**config.mk**
```make
export PLATFORM = sky130hd
export DESIGN_NAME = pcs_search
export DESIGN_NICKNAME = d
export VERILOG_FILES = /design/src/rtl/pcs_pkg.sv /design/src/rtl/pcs_search.sv
export SDC_FILE = /design/constraint.sdc
export NUM_CORES = 1
export LEC_CHECK = 0
export ABC_AREA = 1
export BUFFER_PORTS_ARGS = -buffer_cell sky130_fd_sc_hd__buf_2
export CAP_MARGIN = 0
export CORE_MARGIN = 3
export CORE_UTILIZATION = 69
export DETAILED_ROUTE_END_ITERATION = 10
export PLACE_DENSITY = 0.88
export SYNTH_ARGS = -nofsm -noshare
export SYNTH_HDL_FRONTEND = slang
export SYNTH_SLANG_ARGS = --single-unit
```
**constraint.sdc**
```tcl
create_clock -name clk -period 16.7 [get_ports clk]
set_input_delay 5.01 -clock clk [delete_from_list [all_inputs] [get_ports clk]]
set_output_delay 5.01 -clock clk [all_outputs]
set_load 0.02 [all_outputs]
```
**src/rtl/pcs_pkg.sv**
```systemverilog
package pcs_pkg;

	localparam int COUNT_BITS  = 24;
	localparam int BIN_COUNT   = 256;
	localparam int BIN_BITS    = 8;
	localparam int PIX_BITS    = 8;
	localparam int MARGIN_BITS = 16;
	localparam int LIMIT_BITS  = COUNT_BITS + MARGIN_BITS;
	localparam int SUM_BITS    = COUNT_BITS + BIN_BITS;
	localparam int STEP_BITS   = BIN_BITS + 1;
	localparam int NUM_BITS    = 16;
	localparam int RECIP_SHIFT = 24;
	localparam int RECIP_BITS  = RECIP_SHIFT + 1;
	localparam int PROD_BITS   = NUM_BITS + RECIP_BITS;
	localparam int QUO_BITS    = PROD_BITS - RECIP_SHIFT;

	localparam logic [PIX_BITS-1:0]    PIX_MAX   = '1;
	localparam logic [COUNT_BITS-1:0]  COUNT_MAX = '1;
	localparam logic [MARGIN_BITS-1:0] MARGIN_RESET = 16'd655;

	localparam logic CMD_HIST = 1'b0;
	localparam logic CMD_MAP  = 1'b1;

	localparam logic KIND_BOUNDS = 1'b0;
	localparam logic KIND_PIXEL  = 1'b1;

	localparam logic [1:0] REG_LOW_MARGIN  = 2'd0;
	localparam logic [1:0] REG_HIGH_MARGIN = 2'd1;

	typedef struct packed {
		logic                cmd;
		logic [PIX_BITS-1:0] pixel;
		logic                last;
	} in_item_t;

	typedef struct packed {
		logic                result_kind;
		logic [PIX_BITS-1:0] mapped_pixel;
		logic [PIX_BITS-1:0] low_bound;
		logic [PIX_BITS-1:0] high_bound;
		logic                pass_end;
	} out_item_t;

	typedef enum logic [2:0] {
		SR_IDLE,
		SR_WRITE,
		SR_MUL,
		SR_RD,
		SR_ADD,
		SR_DONE
	} srch_state_t;

	typedef logic [RECIP_BITS-1:0] recip_tab_t [BIN_COUNT];

	// ceil(2^24 / d) by long division, elaboration only
	function automatic recip_tab_t build_recip();
		recip_tab_t              tab;
		logic [RECIP_BITS:0]     num;
		logic [RECIP_BITS:0]     quo;
		logic [BIN_BITS+1:0]     rem;
		logic [BIN_BITS+1:0]     dv;
		tab[0] = '0;
		for (int d = 1; d < BIN_COUNT; d++) begin
			dv  = (BIN_BITS+2)'(d);
			num = (RECIP_BITS+1)'((1 << RECIP_SHIFT) + d - 1);
			quo = '0;
			rem = '0;
			for (int i = RECIP_BITS; i >= 0; i--) begin
				rem = {rem[BIN_BITS:0], num[i]};
				if (rem >= dv) begin
					rem    = rem - dv;
					quo[i] = 1'b1;
				end
			end
			tab[d] = quo[RECIP_BITS-1:0];
		end
		return tab;
	endfunction

	localparam recip_tab_t RECIP = build_recip();

endpackage

```
**src/rtl/pcs_search.sv**
```systemverilog
module pcs_search (
	input  logic                            clk,
	input  logic                            arst_n,
	input  logic                            start,
	input  logic                            ack,
	input  logic [pcs_pkg::COUNT_BITS-1:0]  count,
	input  logic [pcs_pkg::MARGIN_BITS-1:0] low_margin,
	input  logic [pcs_pkg::MARGIN_BITS-1:0] high_margin,
	input  logic [pcs_pkg::COUNT_BITS-1:0]  rd_count,
	output logic                            rd_en,
	output logic [pcs_pkg::BIN_BITS-1:0]    rd_addr,
	output logic                            busy,
	output logic                            done,
	output logic [pcs_pkg::PIX_BITS-1:0]    dark,
	output logic [pcs_pkg::PIX_BITS-1:0]    bright
);
	import pcs_pkg::*;

	srch_state_t           state_q, state_d;
	logic                  dir_q;
	logic [LIMIT_BITS-1:0] limit_q;
	logic [SUM_BITS-1:0]   sum_q;
	logic [BIN_BITS-1:0]   level_q;
	logic [STEP_BITS-1:0]  n_q;
	logic [PIX_BITS-1:0]   dark_q;
	logic [PIX_BITS-1:0]   bright_q;
	logic [COUNT_BITS-1:0] thr;
	logic                  stop;
	logic [MARGIN_BITS-1:0] margin;

	assign thr    = limit_q[LIMIT_BITS-1:MARGIN_BITS];
	assign stop   = n_q[BIN_BITS] || (sum_q > {{BIN_BITS{1'b0}}, thr});
	assign margin = dir_q ? high_margin : low_margin;

	always_comb begin
		state_d = state_q;
		rd_en   = 1'b0;
		unique case (state_q)
			SR_IDLE: begin
				if (start) state_d = SR_WRITE;
			end
			SR_WRITE: state_d = SR_MUL;
			SR_MUL:   state_d = SR_RD;
			SR_RD: begin
				if (stop) begin
					state_d = dir_q ? SR_DONE : SR_MUL;
				end else begin
					rd_en   = 1'b1;
					state_d = SR_ADD;
				end
			end
			SR_ADD: state_d = SR_RD;
			SR_DONE: begin
				if (ack) state_d = SR_IDLE;
			end
			default: state_d = SR_IDLE;
		endcase
	end

	always_ff @(posedge clk or negedge arst_n) begin
		if (!arst_n) begin
			state_q <= SR_IDLE;
		end else begin
			state_q <= state_d;
		end
	end

	always_ff @(posedge clk or negedge arst_n) begin
		if (!arst_n) begin
			dir_q    <= 1'b0;
			dark_q   <= '0;
			bright_q <= PIX_MAX;
		end else begin
			if (state_q == SR_IDLE && start) begin
				dir_q <= 1'b0;
			end
			if (state_q == SR_RD && stop) begin
				if (dir_q) begin
					bright_q <= level_q;
				end else begin
					dark_q <= level_q;
					dir_q  <= 1'b1;
				end
			end
		end
	end

	always_ff @(posedge clk) begin
		if (state_q == SR_MUL) begin
			limit_q <= LIMIT_BITS'(margin) * LIMIT_BITS'(count);
			sum_q   <= '0;
			n_q     <= '0;
			level_q <= dir_q ? PIX_MAX : '0;
		end
		if (state_q == SR_ADD) begin
			sum_q   <= sum_q + SUM_BITS'(rd_count);
			level_q <= dir_q ? level_q - 1'b1 : level_q + 1'b1;
			n_q     <= n_q + 1'b1;
		end
	end

	assign rd_addr = level_q;
	assign busy    = state_q != SR_IDLE;
	assign done    = state_q == SR_DONE;
	assign dark    = dark_q;
	assign bright  = bright_q;

endmodule

```
Yosys cells after proc, flatten, opt, wreduce, memory -nomap -nowiden
Cells that the tools add are included.
{"block": "totals", "reg_bits": 109, "inputBits": 84, "output_inout_bits": 27}
{"block": "op_classes", "add_sub_neg": 4, "multipliers": 1, "n_lt_le_gt_ge": 1, "n_eq_ne": 7, "mux": 19, "n_bitwise": 1, "reduce_logical": 10}
{"cell": "2-to-1 mux 32 bit", "count": 2}
{"cell": "multiplier 16 x 24 -> 40 bit", "count": 1}
{"cell": "adder 32 x 24 -> 32 bit", "count": 1}
{"cell": "greater-than comparator 32 x 24 -> 1 bit", "count": 1}
{"cell": "2-to-1 mux 8 bit", "count": 4}
{"cell": "2-to-1 mux 9 bit", "count": 2}
{"cell": "2-to-1 mux 16 bit", "count": 1}
{"cell": "one-hot mux 3 bit (5 select lines)", "count": 1}
{"cell": "2-to-1 mux 3 bit", "count": 4}
{"cell": "adder 9 x 1 -> 9 bit, second input constant", "count": 1}
{"cell": "adder 8 x 1 -> 8 bit, second input constant", "count": 1}
{"cell": "subtractor 8 x 1 -> 8 bit, second input constant", "count": 1}
{"cell": "equality test 3 x 2 -> 1 bit, second input constant", "count": 2}
{"cell": "equality test 3 bit, second input constant", "count": 2}
{"cell": "AND reduction 2 bit", "count": 3}
{"cell": "2-to-1 mux 1 bit", "count": 5}
{"cell": "!= test 2 bit, second input constant", "count": 2}
{"cell": "equality test 3 x 1 -> 1 bit, second input constant", "count": 1}
{"cell": "zero test 3 bit", "count": 1}
{"cell": "nonzero test 3 bit", "count": 1}
{"cell": "logical AND 1 bit", "count": 2}
{"cell": "nonzero test 2 bit", "count": 1}
{"cell": "OR reduction 2 bit", "count": 1}
{"cell": "logical OR 1 bit", "count": 1}
{"cell": "NOT 1 bit", "count": 1}

Depth between registers and ports, before layout
{"block": "depth", "ltp_word": 5, "mapped_depth": 31, "mapped_depth_nobuf": 29}

Worst setup path after synthesis
Ideal clock, no wire load.
{"block": "synth_path", "kind": "input-to-reg", "startpoint": "in high_margin[1] (netlist name)", "endpoint": "reg limit_q[35] (data pin)", "setup_time_ns": 0.252, "arrival_ns": 10.168, "required_ns": 16.448, "slack_ns": 6.280, "stages": 26, "path_cell_list": "inv_1 > nand2_1 > nand2_4 > inv_1 > clkbuf_1 > nand2_1 > fa_1 > inv_1 > fa_1 > inv_1 > fa_1 > inv_1 > fa_1 > fa_1 > inv_1 > fa_1 > inv_1 > ha_1 > a21oi_1 > o21ai_0 > a21oi_1 > nor2_1 > a211oi_1 > nand2_1 > nand2_1 > nand2_1"}
{"block": "synth_between", "elab_chain_cells": 2}
{"element": "start, declared", "line_no": "pcs_search.sv:8", "text": "input logic [pcs_pkg::MARGIN_BITS-1:0] high_margin,"}
{"element": "2-to-1 mux 16 bit", "line_no": "pcs_search.sv:33", "text": "assign margin = dir_q ? high_margin : low_margin;"}
{"element": "multiplier 16 x 24 -> 40 bit", "line_no": "pcs_search.sv:90", "text": "limit_q <= LIMIT_BITS'(margin) * LIMIT_BITS'(count);"}
{"element": "end signal, assigned", "line_no": "pcs_search.sv:90"}
{"element": "end, declared", "line_no": "pcs_search.sv:21", "text": "logic [LIMIT_BITS-1:0] limit_q;"}
No other way between the ends.
A chain may end at the register's enable or synchronous reset.

Final worst setup path
{"block": "layout_path", "startpoint": "in high_margin[5] (netlist name)", "endpoint": "reg limit_q[35] (data pin)"}
Same word-level chain as after synthesis.

==> key figures <==
Status
  – Run status: finished clean

Timing
  – Slew of the pin with the lowest slew margin: 0.912 ns
  – Worst max-slew margin expressed relative to the limit: 0.391
  – Total count of hold-check failures in the final report: 0
  – Final total negative setup slack: 0 ns
  – Number of slew-limit violations in the final report: 0
  – Setup-failing EPs final: 0
  – Final clock period utilization by the worst path: 0.674
  – Clock skew: 0.0100 ns
  – Maximum achievable frequency: 88.8 MHz
  – Final min period: 11.26 ns
  – Setup repair after global routing missed its margin: no

Detailed routing
  – Number of iterations in the first detailed-routing pass: 6
  – Violation count after the first detailed-routing iteration: 1457
  – # DRC: 0
  – Total number of vias: 16200
  – Total detailed-routing wirelength: 53.5 mm
  – Post-route antenna net violation count: 0
  – Vias per cell: 5.84
  – Routed wirelength normalized by instance count: 19.2 um

Worst setup path
  – End point of the critical path: limit_q[35]
  – Register-to-Register Setup Slack: 9.21 ns
  – Launching instance or port of the critical path: high_margin[5]
  – Type of element capturing the critical path: register
  – Data required time of the critical path: 16.81 ns
  – Crit Reg-Reg Startpoint: dir_q
  – Category of the most critical setup path: in -> reg
  – R2R Path End: limit_q[35]
  – Critical path data arrival time: 11.37 ns
  – Logic depth of the worst register-to-register path: 25
  – Kind of start point of the critical path: primary input
  – Highest fanout seen on the critical path: 14

Synthesis
  – Distinct cell type count after synthesis: 49
  – Number of synthesized register bits: 93
  – Asr flop ratio synth: 0.215
  – Count of yosys warnings during synthesis: 0
  – Synth Cell Area: 18700 sq um
  – Library cell occupying the most area in the post-synthesis netlist: sky130_fd_sc_hd__fa_1
  – Number of nets produced by synthesis: 2926
  – Most common flop cell mapped by yosys: sky130_fd_sc_hd__edfxtp_1
  – Fraction of post-synthesis cell area in the top cell type by area: 0.329
  – Count of flip-flops with a built-in enable after synthesis: 73
  – Dominant cells by area after synthesis: sky130_fd_sc_hd__fa_1 33%, sky130_fd_sc_hd__edfxtp_1 12%, sky130_fd_sc_hd__ha_1 11%, sky130_fd_sc_hd__inv_1 10%, sky130_fd_sc_hd__nand2_1 10%
  – Share of the yosys chip area belonging to registers: 0.144
  – Average instance area after synthesis: 7.89 sq um
  – Synthesized netlist cell count: 2371

Clocking
  – TritonCTS clock tree: done
  – Post-cts sizing count: 0
  – CTS Hold Buffers Added: 0
  – Total number of clock tree sinks: 93
  – Clock Latency Late Sink: 0.35 ns
  – Clk slew on worst S/H paths: 0.07 ns
  – Post-CTS setup-driven buffer insertion count: 0
  – Bufs on Longest Clock Path: 2
  – Cell at the root of the clock tree: sky130_fd_sc_hd__clkbuf_16
  – Depth of the CTS H-tree: 3
  – Total clock buffers created by CTS: 9

Die
  – Starting utilization of the core area: 0.710
  – Area of the placeable core: 26400 sq um
  – Die Span X: 171 um
  – Area enclosed by the die boundary: 29100 sq um
  – Count of boundary I/O pins: 111
  – Row cnt: 59
  – Die extent in y: 171 um

Layout
  – Number of nets in the finished design: 2995
  – Share of post-route cells with drive strength above 1: 0.0843
  – Highest-count cells in the layout ignoring fill and taps: 511 x sky130_fd_sc_hd__inv_1, 505 x sky130_fd_sc_hd__nand2_1, 307 x sky130_fd_sc_hd__fa_1, 291 x sky130_fd_sc_hd__nor2_1, 164 x sky130_fd_sc_hd__ha_1
  – Diode count: 0
  – Leading cell type in the layout, fill and taps excluded: sky130_fd_sc_hd__inv_1
  – Final core utilization: 0.750
  – Synth-to-layout area growth: 5.65%

Min path
  – Type of the most critical hold path: reg -> reg

Global route
  – Via count of the first global-routing pass: 17000
  – Wire length of the first global-routing pass: 86.5 mm
  – GRT Total Usage: 0.382
  – Largest net degree at the start of global routing: 51
  – Overflow left after global routing: 0
  – Number of antenna violations at the first check in global routing: 2

Place
  – Gpl congestion: 1.00
  – Number of port buffers: 110
  – Half-perimeter wire length after detailed placement: 43.9 mm

Flow run
  – Max-cap violations: 0
==> layer usage <==
metal  vias up  share of wire  global-route usage
met5         -        0.00045                   0
met4         4          0.056               0.182
met3       201          0.099              0.0823
met2       944           0.47               0.644
met1      7719           0.37               0.472
li1       7366              -                   -
==> cells in the mapped netlist (all sizes together) (2+ instances only) <==
master and count:
dfstp 8, nor2 295, inv 519, edfxtp 73
ha 164, a21o 21, buf 23, a211oi 2
a21oi 115, a21boi 3, nand3 60, o211ai 4
fa 307, nor4 6, o21a 14, nand3b 2
o21bai 6, o21ai 74, or2 29, clkbuf 33
nand2 520, dfrtp 12, clkinv 9, a31oi 8
xor2 21, nand4 21, nor3 17
==> final cells by class <==
| type | instances | area (sq um) |
|---|---|---|
| well taps | 335 | 419 |
| clock buffers | 9 | 225 |
| inverters | 528 | 1980 |
| flip-flops and latches | 93 | 2700 |
| clock inverters | 7 | 67.6 |
| multi-input cells | 1694 | 13800 |
| repair buffers | 114 | 581 |
| fillers | 2018 | 6590 |
==> worst max-delay path: stages <==
cell and delay (ns):
sky130_fd_sc_hd__buf_2 0.09, sky130_fd_sc_hd__or2_2 0.29, sky130_fd_sc_hd__nand2_1 0.61, sky130_fd_sc_hd__inv_1 0.48
sky130_fd_sc_hd__nand2_1 0.20, sky130_fd_sc_hd__fa_1 0.43, sky130_fd_sc_hd__inv_1 0.08, sky130_fd_sc_hd__fa_1 0.43
sky130_fd_sc_hd__fa_1 0.50, sky130_fd_sc_hd__fa_1 0.51, sky130_fd_sc_hd__fa_1 0.49, sky130_fd_sc_hd__inv_1 0.05
sky130_fd_sc_hd__fa_1 0.47, sky130_fd_sc_hd__inv_1 0.04, sky130_fd_sc_hd__ha_1 0.37, sky130_fd_sc_hd__a21oi_1 0.22
sky130_fd_sc_hd__o21ai_0 0.18, sky130_fd_sc_hd__a21oi_1 0.27, sky130_fd_sc_hd__nor2_1 0.08, sky130_fd_sc_hd__a211oi_1 0.34
sky130_fd_sc_hd__nand2_1 0.10, sky130_fd_sc_hd__nand2_1 0.07, sky130_fd_sc_hd__nand2_1 0.06
==> through the flow <==
stage                     setup slack (ns)  area, sq um  hold slack, ns  cells
after global placement                5.20        19500           0.448   2764
after CTS                             5.54        19800           0.464   2780
final                                 5.44        19800           0.462   2780
after global routing                  5.07        19800           0.489   2780
after detailed placement              5.17        19500           0.452   2764
after floorplan                       6.28        18700           0.494   2371
==> flip-flops by register name, indices dropped and copies added, names as in the netlist <==
| register | flops |
|---|---|
| state_q | 3 |
| dir_q | 1 |
| sum_q | 32 |
| bright | 8 |
| dark | 8 |
| limit_q | 24 |
| rd_addr | 8 |
| n_q | 9 |
==> logic make-up (layout without fill, tap and decap cells) <==
logic type                 count (synthesis)  in the layout  synth area share
AOI/OAI and AO/OA                        249            249            0.0745
xor gates and xnor gates                  22             22            0.0103
adders and majority gates                471            471             0.438
buffers and inverters                    584            658             0.119
DFF                                       93             93             0.144
and+or+nand+nor                          952            952             0.213
==> how the worst min path moves through the flow <==
stage / from / to / cells past startpoint
3_5_place_dp: bright[4] / bright[4] / 2
5_1_grt: bright[6] / bright[6] / 2
3_3_place_gp: bright[2] / bright[2] / 2
4_1_cts: bright[4] / bright[4] / 2
2_1_floorplan: bright[2] / bright[2] / 2
6_report: bright[4] / bright[4] / 2
Power is not shown: default switching activity piles up to over one toggle a cycle in this logic, so the estimate is an artifact.
